**config.mk**
```make
export PLATFORM = sky130hd
export DESIGN_NAME = gta_front
export DESIGN_NICKNAME = d
export VERILOG_FILES = /design/src/rtl/gta_pkg.sv /design/src/rtl/gta_front.sv
export VERILOG_INCLUDE_DIRS = /design/src /design/src/rtl
export SDC_FILE = /design/constraint.sdc
export NUM_CORES = 1
export LEC_CHECK = 0
export BUFFER_PORTS_ARGS = -buffer_cell sky130_fd_sc_hd__buf_2
export CORE_MARGIN = 2
export CORE_UTILIZATION = 35
export CTS_CLUSTER_DIAMETER = 100
export DETAILED_ROUTE_END_ITERATION = 10
export PLACE_DENSITY = 0.56
export SYNTH_ARGS = -nofsm -noshare
export SYNTH_HDL_FRONTEND = slang
export SYNTH_SLANG_ARGS = --single-unit
```
**constraint.sdc**
```tcl
create_clock -name clk_i -period 4.93 [get_ports clk_i]
set_input_delay 0.493 -clock clk_i [delete_from_list [all_inputs] [get_ports clk_i]]
set_output_delay 0.493 -clock clk_i [all_outputs]
set_load 0.03 [all_outputs]
```
**src/rtl/greedy_tile_assign_exclusion_core_defines.svh**
```systemverilog
// Assertion macros for the tile placement core
`ifndef GREEDY_TILE_ASSIGN_EXCLUSION_CORE_DEFINES_SVH
`define GREEDY_TILE_ASSIGN_EXCLUSION_CORE_DEFINES_SVH
// implication checked on every edge outside reset
`define GTA_ASSERT_IMP(lbl, clk, rst_n, ante, cons, msg) \
  lbl: assert property (@(posedge clk) disable iff (!rst_n) (ante) |-> (cons)) else $error(msg);
// next-cycle implication
`define GTA_ASSERT_NXT(lbl, clk, rst_n, ante, cons, msg) \
  lbl: assert property (@(posedge clk) disable iff (!rst_n) (ante) |=> (cons)) else $error(msg);
`endif

```
**src/rtl/gta_pkg.sv**
```systemverilog
package gta_pkg;
  localparam int GridMax    = 64;
  localparam int TileIdBits = 16;
  localparam int MaxRadius  = 7;

  localparam logic [1:0] OutPlaced  = 2'd0;
  localparam logic [1:0] OutFilled  = 2'd1;
  localparam logic [1:0] OutNearby  = 2'd2;
  localparam logic [1:0] OutCleared = 2'd3;

  localparam logic RegGridSize = 1'b0;
  localparam logic RegRadius   = 1'b1;

  localparam logic OpClear     = 1'b0;
  localparam logic OpCandidate = 1'b1;

  typedef struct packed {
    logic        op;
    logic [5:0]  cell_row;
    logic [5:0]  cell_col;
    logic [15:0] tile_id;
    logic [31:0] match_distance;
  } req_t;

  typedef struct packed {
    logic [1:0]  outcome;
    logic [5:0]  out_row;
    logic [5:0]  out_col;
    logic [15:0] out_tile;
    logic [47:0] total_cost;
  } res_t;
endpackage

```
**src/rtl/gta_front.sv**
```systemverilog
// Front end: captures requests, decides range and window, queues them.
module gta_front #(
  parameter int GRID_MAX   = gta_pkg::GridMax,
  parameter int MAX_RADIUS = gta_pkg::MaxRadius
) (
  input  logic          clk_i,
  input  logic          rst_ni,
  input  logic          start_i,
  input  gta_pkg::req_t req_i,
  input  logic [6:0]    grid_size_i,
  input  logic [2:0]    radius_i,
  output logic          full_o,
  output logic          q_valid_o,
  output gta_pkg::req_t q_req_o,
  output logic          q_inrange_o,
  output logic [7:0]    q_r0_o,
  output logic [7:0]    q_r1_o,
  output logic [7:0]    q_c0_o,
  output logic [7:0]    q_c1_o,
  input  logic          q_pop_i
);
  import gta_pkg::*;
  localparam int Depth = 2;

  logic [8:0] g_eff, rad;
  logic [8:0] row_w, col_w, r1s, c1s;
  logic       inrange;
  logic [7:0] r0, r1, c0, c1;

  always_comb begin
    if (grid_size_i == 7'd0) g_eff = 9'd1;
    else if ({2'b0, grid_size_i} > 9'(GRID_MAX)) g_eff = 9'(GRID_MAX);
    else g_eff = {2'b0, grid_size_i};
    rad = ({6'b0, radius_i} > 9'(MAX_RADIUS)) ? 9'(MAX_RADIUS) : {6'b0, radius_i};
    row_w = {3'b0, req_i.cell_row};
    col_w = {3'b0, req_i.cell_col};
    inrange = (row_w < g_eff) && (col_w < g_eff);
    r0 = (row_w >= rad) ? 8'(row_w - rad) : 8'd0;
    c0 = (col_w >= rad) ? 8'(col_w - rad) : 8'd0;
    r1s = row_w + rad;
    c1s = col_w + rad;
    r1 = (r1s < g_eff) ? r1s[7:0] : 8'(g_eff - 9'd1);
    c1 = (c1s < g_eff) ? c1s[7:0] : 8'(g_eff - 9'd1);
  end

  typedef struct packed {
    req_t       req;
    logic       inrange;
    logic [7:0] r0, r1, c0, c1;
  } ent_t;

  ent_t       fifo_q [Depth];
  logic       wp_q, rp_q;
  logic [1:0] cnt_q;
  logic       push;

  assign push   = start_i && !full_o;
  assign full_o = (cnt_q == 2'(Depth));
  assign q_valid_o = (cnt_q != 2'd0);
  assign q_req_o     = fifo_q[rp_q].req;
  assign q_inrange_o = fifo_q[rp_q].inrange;
  assign q_r0_o = fifo_q[rp_q].r0;
  assign q_r1_o = fifo_q[rp_q].r1;
  assign q_c0_o = fifo_q[rp_q].c0;
  assign q_c1_o = fifo_q[rp_q].c1;

  always_ff @(posedge clk_i) begin
    if (push) fifo_q[wp_q] <= '{req: req_i, inrange: inrange, r0: r0, r1: r1, c0: c0, c1: c1};
  end

  always_ff @(posedge clk_i or negedge rst_ni) begin
    if (!rst_ni) begin
      wp_q <= 1'b0; rp_q <= 1'b0; cnt_q <= '0;
    end else begin
      if (push) wp_q <= ~wp_q;
      if (q_pop_i) rp_q <= ~rp_q;
      cnt_q <= cnt_q + 2'(push) - 2'(q_pop_i);
    end
  end

`include "greedy_tile_assign_exclusion_core_defines.svh"
  `GTA_ASSERT_IMP(a_no_pop_empty, clk_i, rst_ni, q_pop_i, q_valid_o, "pop from empty queue")
  `GTA_ASSERT_IMP(a_cnt_bound, clk_i, rst_ni, 1'b1, cnt_q <= 2'(Depth), "queue count overflow")
  `GTA_ASSERT_NXT(a_push_fills, clk_i, rst_ni, push && !q_pop_i, q_valid_o, "push lost")
endmodule

```
# After elaboration in Yosys (flattened, before gate mapping)
# Memory sizes are Yosys's and may differ from the RTL's.
# Cells that the tools add are included.
[totals] ff_bits=4 output_inout_bits=96 ram_bits=188 mem_count=1
[op_classes] n_bitwise=2 eq_ne=1 n_reduce_logical=5 n_mux=8 magnitude_cmp=7 addsub=7
[memory_table] memory="fifo_q" words=2 word_bits=94 rd=1 rd_clocked_by_memory_dff=0 wr=1 line="gta_front.sv:52" rtl="ent_t fifo_q [Depth];"
[op_table] cell="8-bit two-way mux" count=4
[op_table] cell="6-bit by 9-bit less-than comparator with 1-bit output" count=2
[op_table] cell="7-bit by 9-bit less-than comparator with 1-bit output" count=2
[op_table] cell="6-bit by 3-bit adder with 7-bit output" count=2
[op_table] cell="7-bit two-way mux" count=2
[op_table] cell="6-bit by 3-bit subtractor with 7-bit output" count=2
[op_table] cell="6-bit by 3-bit >= comparator with 1-bit output" count=2
[op_table] cell="8-bit by 1-bit subtractor with 8-bit output, second input constant" count=1
[op_table] cell="7-bit > comparator, second input constant" count=1
[op_table] cell="7-bit logical NOT" count=1
[op_table] cell="2-bit by 1-bit adder with 2-bit output" count=1
[op_table] cell="2-bit == test, second input constant" count=1
[op_table] cell="1-bit logical AND" count=2
[op_table] cell="1-bit two-way mux" count=2
[op_table] cell="1-bit NOT" count=2
[op_table] cell="2-bit nonzero test" count=1
[op_table] cell="2-bit by 1-bit subtractor with 2-bit output" count=1
[op_table] cell="1-bit logical NOT" count=1

# Depth between registers and ports, before layout
# Gate-level depths: netlist of the first run.
[logic_depth] ltp_word=5 depth_mapped=14 mapped_depth_nobuf=13

# Worst setup path after synthesis of the first run
# No wires, ideal clock.
[synth_path] path_kind="reg-to-reg" start="register cnt_q[1]" end="memory fifo_q[0][0] (netlist name), enable pin" synth_period_minus_slack_ns=4.964 t_arrival_ns=4.421 path_slack_ns=-0.034 stages_incl_launch_ff=4 path_cell_list="dfrtp_1 -> nand2b_1 -> nand2_1 -> nor2_1"
[synth_between] elab_chain_cells=5
[synth_lines] item="start, declared" line="gta_front.sv:54" rtl="logic [1:0] cnt_q;"
[synth_lines] item="start signal, assigned" line="gta_front.sv:77" rtl="cnt_q <= cnt_q + 2'(push) - 2'(q_pop_i);"
[synth_lines] item="2-bit == test" line="gta_front.sv:58" rtl="assign full_o = (cnt_q == 2'(Depth));"
[synth_lines] item="1-bit logical NOT" line="gta_front.sv:57" rtl="assign push = start_i && !full_o;"
[synth_lines] item="1-bit logical AND" line="gta_front.sv:57"
[synth_lines] item="1-bit two-way mux" line="gta_front.sv:68" rtl="if (push) fifo_q[wp_q] <= '{req: req_i, inrange: inrange, r0: r0, r1: r1, c0: c0, c1: c1};"
[synth_lines] item="1-bit two-way mux (implied by the code)" line="gta_front.sv:68"
[synth_lines] item="end, declared" line="gta_front.sv:52"
# Every way passes these cells.

# Worst setup path after layout of the first run
[layout_path] start="input radius_i[1]" end="memory fifo_q[0][20] (netlist name), data pin"
[layout_between] elab_chain_cells=3
[layout_lines] item="start, declared" line="gta_front.sv:11" rtl="input logic [2:0] radius_i,"
[layout_lines] item="6-bit by 3-bit adder with 7-bit output *" line="gta_front.sv:40" rtl="r1s = row_w + rad;"
[layout_lines] item="7-bit by 9-bit less-than comparator with 1-bit output" line="gta_front.sv:42" rtl="r1 = (r1s < g_eff) ? r1s[7:0] : 8'(g_eff - 9'd1);"
[layout_lines] item="8-bit two-way mux *" line="gta_front.sv:42"
[layout_lines] item="named net r1[4]" line="gta_front.sv:28" rtl="logic [7:0] r0, r1, c0, c1;"
# The timed path passes the listed nets; every way through them passes the cells marked *.

==> run metrics, run 1 <==
Slew HR=33.3%; Synth async-reset ratio=2.13%; DP HPWL=12400 um; die area=25200 um2; CTS buffer count=17; WP data required=5100 ps; H-tree depth=4; Core Area=23500 um2; Synth Cell Area=8380 um2; Synth Flop Type=edfxtp_1; CP delay by family, top=compound AO/OA/AOI/OAI gates; Layout Skew=9.85 ps; grt ovf=0; post-synthesis adder-cell area fraction=6.02%; total clock sinks=188; worst-path fanout max=7; synth cell count leaders=184 x edfxtp_1, 92 x mux2_2, 33 x ha_1; Hold Fails Final Rpt=0; Die Y=159 um; xor/xnor cell area share of the yosys netlist=2.18%; CTS tree=built; pwr/cell area=583 nW/um2; # rows=56; worst-case hold path end point=fifo_q[1][44]$_DFFE_PP_; Max IR drop VDD=0.000331 V; Hold WC Path Type=input pin to flop; DRT Pass-1 Iters=4; crit start category=input pin; Critical R2R Capture=fifo_q[1][80]$_DFFE_PP_; RSZ-0062 raised after global routing=no; IO buf count=170; WP depth=14; starting density of the core=35.7%; synth warn=0; worst hold slack=250 ps; post-synthesis sequential area ratio=67.2%; Synth Area in Compound Gates=4.47%; Worst Max-Slew Pin Slew=999 ps; cell count after synthesis=502; layout cells sized above 1=45.2%; number of flops mapped to enable cells by yosys=184; top cell type by total area after synthesis=edfxtp_1; root buf cell=clkbuf_16; buffers and inverters on the worst path=3; Yosys cell types=54; number of cells on the worst hold path=1; hold_sp=req_i[11]; largest net degree at the start of global routing=62; worst endpoint data arrival time=3660 ps; Max stage delay on crit path=440 ps; I/O pin count=171; Fillers=2146; post-synthesis mux area share=14.1%; vias in the first global route=4963; top-count cell post-synth=edfxtp_1; Synth top area share=66.0%; # nets final=792; final WL=17800 um; global-route wire length before repair=27000 um; Worst R2R Start=cnt_q[1]$_DFF_PN0_; Final Non-Filler Cells=1013; clk_lat worst skew=430 ps; routed vias/inst=4.70; maximum clock rate=287 MHz; crit end category=flop; Synth area leaders=edfxtp_1 66%, mux2_2 12%, ha_1 4.9%; initial antenna violation count=1; DRT iter0 DRCs=175; fin worst setup slack=1440 ps; post-route ant nets=0; R2R depth=3; Worst setup startpoint=radius_i[1]; DIE WIDTH=159 um; Clock Pin Slew Worst Setup and Hold Paths=70 ps; static leakage=0.00386 uW; minimum clock period=3490 ps; Placed Cells=979; via count=4758; TNS Setup=0 ps; Synth Area in Simple Gates=3.94%; Setup-failing EPs final=0; main combinational cell family by area after synthesis=multiplexers; total power=5950 uW; outcome=finished, final reports clean; DRC errors left=0; flops & latches, synth=188; register-to-register setup slack=2660 ps; WL/cell=17.6 um; Place WS=1020 ps; Pins Over Slew Limit=0; sequence of cells on the critical path=buf_2 > inv_1 > ha_1 > nor2b_1 > o21a_4 > o211ai_1 > xor2_1 > inv_1 > ha_1 > a211oi_1 > o21ai_0 > a2111oi_4 > a311oi_4 > mux2_4; CP max-delay cell=a211oi_1; Area growth syn-to-layout=21.9%; syn_area_per_cell=16.7 um2; Max Cap Violations=0; Tot GR Track Use=14.3%; Bufs on Longest Clock Path=2; GP Congestion=0.852; crit share post-route=70.7%; crit path kind=input pin to flop
==> worst max path at each step <==
stage	endpoint	slack (ps)
finish	fifo_q[0][20]$_DFFE_PP_	1440
global route	fifo_q[0][20]$_DFFE_PP_	1160
CTS	fifo_q[0][20]$_DFFE_PP_	1430
detailed placement	fifo_q[0][20]$_DFFE_PP_	1020
global placement	fifo_q[0][20]$_DFFE_PP_	1130
floorplan	fifo_q[0][0]$_DFFE_PP_	1510
==> report_power, final <==
group	total (uW)	switching, uW	internal (uW)
sequential	2390	176	2210
clock	1380	636	749
combinational	2180	1430	749
total	5950	2240	3710
==> flip-flops by register name, indices dropped and copies added, names as in the netlist <==
name	count
fifo_q	184
cnt_q	2
rp_q	1
wp_q	1
==> layer usage <==
layer  GRT usage [%]  vias up  routed length [um]
li1                -     2264                   -
met1            17.9     2338                7720
met2            24.1      140                8590
met3            4.11       16                1240
met4            4.29        0                 223
met5               0        -                   0
==> layout by cell type, fill, tap and decap left out, types with 3 or more instances in the layout <==
cell,netlist,layout
a211oi_1,5,5
a21o_1,4,4
a21oi_1,7,7
buf_2,2,170
clkbuf_16,0,17
clkinv_4,0,3
conb_1,1,4
dfrtp_1,4,3
edfxtp_1,184,184
fa_1,4,4
ha_1,33,33
inv_1,19,19
inv_6,0,3
inv_8,0,4
mux2_2,92,92
mux2i_1,12,12
nand2_1,12,12
nand3_1,3,3
nor2_1,19,18
nor2b_1,7,7
nor3_1,7,7
o21a_1,3,3
o21ai_0,10,10
or3_1,4,4
xnor2_1,12,12
xor2_1,7,7
==> cells by family after synthesis <==
kind of cell / Yosys count
AO/OA/AOI/OAI: 47
XOR/XNOR: 20
adder cells (fa/ha/maj): 38
buffers and inverters: 39
flip-flops: 188
multiplexers: 106
other: 1
AND/OR/NAND/NOR: 63
==> final cells by class <==
type	instances	area [um2]	area share [%]
Tap cell	319	399	3.91
Sequential cell	188	5630	55.1
Clock buffer	19	453	4.44
Antenna cell	1	2.50	0.0245
Inverter	21	80.1	0.784
Multi-Input combinational cell	278	2600	25.5
Clock inverter	13	149	1.46
Timing Repair Buffer	174	896	8.77
==> per-stage QoR <==
step                util, %  area [um2]
floorplan                 -        8390
global placement       40.9        9600
detailed placement     40.9        9600
CTS                    43.5       10200
global route           43.5       10200
finish                 43.5       10200
==> worst reg2reg max path, delay by kind of cell (launching register included) <==
kind,cells,cell delay (ps)
simple gates,2,860
buf+inv,1,610
flops,1,410
==> timing repair <==
item	4_1_cts	5_1_grt
endpoints found under the hold margin	4	0
hold buffers	1	0
gates resized for setup	0	0
setup buffers	0	0
Power figures use the tool's default switching activity.
==> run 2: changes to the inputs <==
--- a/config.mk
+++ b/config.mk
@@ -11,7 +11,7 @@
 export CORE_UTILIZATION = 35
 export CTS_CLUSTER_DIAMETER = 100
 export DETAILED_ROUTE_END_ITERATION = 10
-export PLACE_DENSITY = 0.56
+export PLACE_DENSITY = 0.54
 export SYNTH_ARGS = -nofsm -noshare
 export SYNTH_HDL_FRONTEND = slang
 export SYNTH_SLANG_ARGS = --single-unit
==> constraint.sdc (replaced) <==
create_clock -name clk_i -period 3.33 [get_ports clk_i]
set_input_delay 0.333 -clock clk_i [delete_from_list [all_inputs] [get_ports clk_i]]
set_output_delay 0.333 -clock clk_i [all_outputs]
set_load 0.03 [all_outputs]
==> run 2 against run 1 <==
Core utilization is 0.24 points higher. Non-clock buffer count is 11 higher. Clock skew is 2.8 ps higher. Final cell count is 1.1% higher. Sequential power is 46% higher. Via count is 1.1% higher. Largest power group unchanged.
==> run metrics, run 2 (same netlist as run 1, synthesis figures left out) <==
sw frac=37.3% (was 37.7%); root buf cell=clkbuf_16 (unchanged); static leakage=0.00389 uW (was 0.00386 uW); Int Pwr=5460 uW (was 3710 uW); Clock Pin Slew Worst Setup and Hold Paths=70 ps (about the same); most flop-heavy register=fifo_q (unchanged); H-tree depth=4 (unchanged); Comb power frac=37.7% (was 36.6%); starting density of the core=35.7% (unchanged); post-route cell area=10300 um2 (was 10200 um2); Final Non-Filler Cells=1024 (was 1013); Pins Over Slew Limit=0 (unchanged); Placed Area=9690 um2 (was 9600 um2); total power=8710 uW (was 5950 uW); Placed Cells=990 (was 979); Worst Max-Slew Pin Slew=672 ps (was 999 ps); worst hold slack=94.0 ps (was 250 ps); crit end category=flop (unchanged); total clock sinks=188 (unchanged); die area=25200 um2 (unchanged); Post-CTS Setup Inserts=0 (unchanged); grt ovf=0 (unchanged); vias in the first global route=5128 (was 4963); DIE WIDTH=159 um (unchanged); sequential power share=40.1% (about the same); # nets final=803 (was 792); Hold WC Path Type=input pin to flop (unchanged); DP HPWL=12300 um (was 12400 um); GP Congestion=0.839 (was 0.852); initial antenna violation count=1 (unchanged); Largest register FFs=184 (unchanged); critical path's most frequent cell=ha_1; most common cell after layout, fill and taps aside=edfxtp_1 (unchanged); worst endpoint data arrival time=3090 ps (was 3660 ps); Slew HR=54.0% (was 33.3%); crit share post-route=88.2%; DRT Pass-1 Iters=4 (unchanged); # rows=56 (unchanged); most frequent cells in the layout=184 x edfxtp_1, 170 x buf_2, 92 x mux2_2, 33 x ha_1, 19 x inv_1 (unchanged); WL/cell=16.9 um (was 17.6 um); via count=4812 (was 4758); Clk network pwr share=22.2% (was 23.3%); DRT iter0 DRCs=180 (was 175); WP data required=3480 ps (was 5100 ps); DRC errors left=0 (unchanged); Max stage delay on crit path=420 ps (was 440 ps); CP max-delay cell=fa_1 (was a211oi_1); IO buf count=170 (unchanged); Die Y=159 um (unchanged); Core Area=23500 um2 (unchanged); Bufs on Longest Clock Path=2 (unchanged); NetSw=3250 uW (was 2240 uW); R2R depth=3 (unchanged); Setup-failing EPs final=0 (unchanged); sequence of cells on the critical path=buf_2 > ha_1 > fa_1 > nor2b_1 > o2111ai_1 > inv_1 > ha_1 > a211oi_1 > o21ai_0 > a2111oi_4 > a311oi_4 > buf_4 > mux2i_1 (was buf_2 > inv_1 > ha_1 > nor2b_1 > o21a_4 > o211ai_1 > xor2_1 > inv_1 > ha_1 > a211oi_1 > o21ai_0 > a2111oi_4 > a311oi_4 > mux2_4); number of cells on the worst hold path=1 (unchanged); Max IR drop VDD=0.000349 V (was 0.000331 V); crit path kind=input pin to flop (unchanged); Layout Skew=12.6 ps (was 9.85 ps); global-route wire length before repair=26200 um (was 27000 um); post-route ant nets=0 (unchanged); Tot GR Track Use=13.8% (was 14.3%); crit start category=input pin (unchanged); clk_lat worst skew=430 ps (about the same); routed vias/inst=4.70 (about the same); worst-path fanout max=4 (was 7); buffers and inverters on the worst path=3 (unchanged); CTS tree=built (unchanged); outcome=finished, final reports clean (unchanged); layout cells sized above 1=45.7% (was 45.2%); maximum clock rate=341 MHz; largest registers=fifo_q (184), cnt_q (2) (unchanged); WP depth=13 (was 14); Area growth syn-to-layout=22.6% (was 21.9%); CP delay by family, top=compound AO/OA/AOI/OAI gates (unchanged); largest net degree at the start of global routing=52 (was 62); CTS buffer count=17 (unchanged); minimum clock period=2940 ps; I/O pin count=171 (unchanged); pwr/cell area=848 nW/um2 (was 583 nW/um2); Max Cap Violations=0 (unchanged); RSZ-0062 raised after global routing=no (unchanged); Hold Fails Final Rpt=0 (unchanged); final WL=17300 um (was 17800 um)
run 2: cell types whose count changed in the layout (fill, tap and decap cells not counted), sizes merged:
cell,change
inv,-1
clkinvlp,+3
buf,+11
clkinv,-2
run 2: worst paths after layout:
| path | startpoint | slack, ps | to |
|---|---|---|---|
| worst min-delay path | req_i[12] | 90 | fifo_q[1][45]$_DFFE_PP_ |
| worst max register to register | cnt_q[1]$_DFF_PN0_ | 1450 | fifo_q[1][88]$_DFFE_PP_ |
| max in group asynchronous | rst_ni | 2960 | rp_q$_DFFE_PN0P_ |
| worst max-delay path | req_i[54] | 390 | fifo_q[1][18]$_DFFE_PP_ |
| min in group asynchronous | rst_ni | 230 | cnt_q[0]$_DFF_PN0_ |
| worst min register to register | cnt_q[1]$_DFF_PN0_ | 520 | cnt_q[1]$_DFF_PN0_ |
run 2: area by class of cell:
cell class | instances | area [um2]
fill | 2163 | 13200
sequential | 188 | 5630
multi-input combinational | 278 | 2600
timing repair buffer | 185 | 991
clock buffer | 19 | 433
tap | 319 | 399
clock inverter | 13 | 130
inverter | 21 | 80.1
antenna | 1 | 2.50
run 2: routing by layer:
| metal | part of all wire (%) | GRT usage (%) | vias to the layer above |
|---|---|---|---|
| met4 | 1.8 | 5.32 | 0 |
| met2 | 47 | 23.5 | 148 |
| met3 | 6.7 | 3.62 | 21 |
| met1 | 44 | 16.9 | 2363 |
| li1 | - | - | 2280 |
| met5 | 0 | 0 | - |
run 2: repair_timing:
item | in CTS | in global routing
gates resized for setup | 0 | 0
hold endpoints to repair | 4 | 0
setup endpoints to repair | 0 | 0
hold buffers | 1 | 0
run 2: power by group through the flow:
stage / Sequential (uW) / Combinational, uW / Clock [uW]
floorplan: 3440 / 2480 / 0
CTS: 3510 / 3350 / 2000
global route: 3560 / 3510 / 2100
detailed placement: 3560 / 3330 / 0
global placement: 3530 / 3300 / 0
finish: 3490 / 3280 / 1940
run 2: stage by stage:
step / setup TNS [ps] / worst slack [ps] / utilization (%)
after detailed placement: -621 / -58.1 / 41.3
after global placement: 0 / 43.3 / 41.3
after floorplan: 0 / 86.0 / -
final: 0 / 394 / 43.7
after CTS: 0 / 378 / 43.7
after global routing: 0 / 183 / 43.7
==> run 3: changes to the inputs <==
--- a/config.mk
+++ b/config.mk
@@ -11,7 +11,7 @@
 export CORE_UTILIZATION = 35
 export CTS_CLUSTER_DIAMETER = 100
 export DETAILED_ROUTE_END_ITERATION = 10
-export PLACE_DENSITY = 0.54
+export PLACE_DENSITY_LB_ADDON = 0.15
 export SYNTH_ARGS = -nofsm -noshare
 export SYNTH_HDL_FRONTEND = slang
 export SYNTH_SLANG_ARGS = --single-unit
==> run 3 against run 2 <==
Flip-flop and latch count unchanged. Critical endpoint is now fifo_q[0][18]$_DFFE_PP_. Sequential power barely moved. Critical path type unchanged. Clock power hardly changed. Maximum frequency up 0.84%. Design area increased by 0.37%. Largest power group unchanged. Count of clock-buffer cells in the layout fell by 2.
==> run metrics, run 3 (same netlist as run 1, synthesis figures left out) <==
outcome=finished, final reports clean (unchanged); global-route wire length before repair=26400 um (was 26200 um); number of cells on the worst hold path=1 (unchanged); Worst Max-Slew Pin Slew=732 ps (was 672 ps); Pins Over Slew Limit=0 (unchanged); Placed Area=9710 um2 (was 9690 um2); crit end category=flop (unchanged); Max IR drop VDD=0.000315 V (was 0.000349 V); crit start category=input pin (unchanged); sequential power share=39.9% (was 40.1%); RSZ-0062 raised after global routing=no (unchanged); final WL=17400 um (was 17300 um); crit path kind=input pin to flop (unchanged); CTS tree=built (unchanged); post-route cell area=10300 um2 (about the same); largest registers=fifo_q (184), cnt_q (2) (unchanged); root buf cell=clkbuf_16 (unchanged); DRT iter0 DRCs=249 (was 180); crit share post-route=87.4% (was 88.2%); Clock Pin Slew Worst Setup and Hold Paths=70 ps (about the same); H-tree depth=4 (unchanged); DP HPWL=12100 um (was 12300 um); buffers and inverters on the worst path=3 (unchanged); DIE WIDTH=159 um (unchanged); worst endpoint data arrival time=3060 ps (was 3090 ps); WL/cell=17.0 um (was 16.9 um); Setup-failing EPs final=0 (unchanged); most frequent cells in the layout=184 x edfxtp_1, 170 x buf_2, 92 x mux2_2, 33 x ha_1, 19 x inv_1 (unchanged); total clock sinks=188 (unchanged); Int Pwr=5490 uW (was 5460 uW); CTS buffer count=17 (unchanged); WP data required=3480 ps (about the same); post-route ant nets=0 (unchanged); DRT Pass-1 Iters=4 (unchanged); layout cells sized above 1=45.8% (was 45.7%); Tot GR Track Use=13.9% (was 13.8%); largest net degree at the start of global routing=93 (was 52); Hold Fails Final Rpt=0 (unchanged); maximum clock rate=344 MHz (was 341 MHz); worst-path fanout max=4 (unchanged); Comb power frac=37.7% (about the same); vias in the first global route=5035 (was 5128); routed vias/inst=4.72 (was 4.70); Max Cap Violations=0 (unchanged); Post-CTS Setup Inserts=0 (unchanged); I/O pin count=171 (unchanged); minimum clock period=2910 ps (was 2940 ps); GP Congestion=0.880 (was 0.839); Slew HR=50.0% (was 54.0%); Die Y=159 um (unchanged); CP max-delay cell=fa_1 (unchanged); sw frac=37.4% (was 37.3%); Fillers=2137 (was 2163); # nets final=804 (was 803); die area=25200 um2 (unchanged); Critical R2R Capture=fifo_q[0][39]$_DFFE_PP_ (was fifo_q[1][88]$_DFFE_PP_); Final Util=43.9% (was 43.7%); starting density of the core=35.7% (unchanged); clk_lat worst skew=430 ps (about the same); initial antenna violation count=1 (unchanged); Largest register FFs=184 (unchanged); Area growth syn-to-layout=23.0% (was 22.6%); IO buf count=170 (unchanged); static leakage=0.00391 uW (was 0.00389 uW); most flop-heavy register=fifo_q (unchanged); Worst setup startpoint=req_i[54] (unchanged); Hold WC Path Type=input pin to flop (unchanged); grt ovf=0 (unchanged); Bufs on Longest Clock Path=2 (unchanged); NetSw=3280 uW (was 3250 uW); crit path to=fifo_q[0][18]$_DFFE_PP_ (was fifo_q[1][18]$_DFFE_PP_); via count=4847 (was 4812); Worst R2R Start=cnt_q[1]$_DFF_PN0_ (unchanged); R2R depth=4 (was 3); register-to-register setup slack=1640 ps (was 1450 ps); Max stage delay on crit path=400 ps (was 420 ps); # rows=56 (unchanged); pwr/cell area=851 nW/um2 (was 848 nW/um2); Layout Skew=12.1 ps (was 12.6 ps); Core Area=23500 um2 (unchanged); most common cell after layout, fill and taps aside=edfxtp_1 (unchanged); critical path's most frequent cell=ha_1 (unchanged); WP depth=13 (unchanged); DRC errors left=0 (unchanged); CP delay by family, top=compound AO/OA/AOI/OAI gates (unchanged); sequence of cells on the critical path=buf_2 > ha_1 > fa_1 > nor2b_1 > o2111ai_1 > inv_1 > ha_1 > a211oi_1 > o21ai_0 > a2111oi_4 > a311oi_4 > buf_4 > mux2i_1 (unchanged); Clk network pwr share=22.5% (was 22.2%)
run 3: changes by cell type in the layout (fill, tap and decap cells not counted), sizes merged:
| cell | delta |
|---|---|
| clkinvlp | -3 |
| clkinv | +5 |
| clkbuf | -2 |
| buf | +1 |
| diode | +1 |
run 3: power groups by stage:
stage,registers (uW),logic (uW),clock network (uW)
final,3490,3300,1970
after global routing,3560,3550,2130
after CTS,3510,3380,2040
after detailed placement,3560,3360,0
after global placement,3530,3330,0
after floorplan,3440,2480,0
run 3: area by class of cell:
cell class	instances	area [um2]	share of cell area, %
antenna	2	5.00	0.0486
clock buffer	17	425	4.13
clock inverter	15	153	1.48
inverter	21	80.1	0.777
multi-input combinational	278	2600	25.2
sequential	188	5630	54.6
tap	319	399	3.87
timing repair buffer	186	1010	9.81
run 3: worst min-delay path by stage:
stage                   start                       to  slack (ps)
floorplan              rst_ni       cnt_q[0]$_DFF_PN0_          40
global placement       rst_ni         rp_q$_DFFE_PN0P_         140
detailed placement     rst_ni         rp_q$_DFFE_PN0P_         140
CTS                 req_i[38]  fifo_q[1][71]$_DFFE_PP_          70
global route        req_i[43]  fifo_q[1][76]$_DFFE_PP_          70
finish              req_i[38]  fifo_q[0][71]$_DFFE_PP_          90
run 3: metal layers:
layer / vias to the layer above / global-route usage [%] / wire length, um
met4: 0 / 4.98 / 343
met5: - / 0 / 0
li1: 2292 / - / -
met2: 150 / 23.2 / 8200
met3: 23 / 4.06 / 1200
met1: 2382 / 17.3 / 7660
run 3: repair_timing:
action,CTS,global route
hold endpoints to repair,4,0
hold buffers,1,0
gates resized for setup,0,0
run 3: through the flow:
step / hold slack (ps) / cells / worst slack [ps] / TNS, ps / power [uW]
after global routing: 70.7 / 1024 / 208 / 0 / 9240
after global placement: 138 / 991 / 54.7 / 0 / 6860
after floorplan: 37.4 / 505 / 86.0 / 0 / 5920
final: 94.6 / 1026 / 419 / 0 / 8770
after detailed placement: 143 / 991 / -20.6 / -69.8 / 6920
after CTS: 70.6 / 1024 / 426 / 0 / 8930
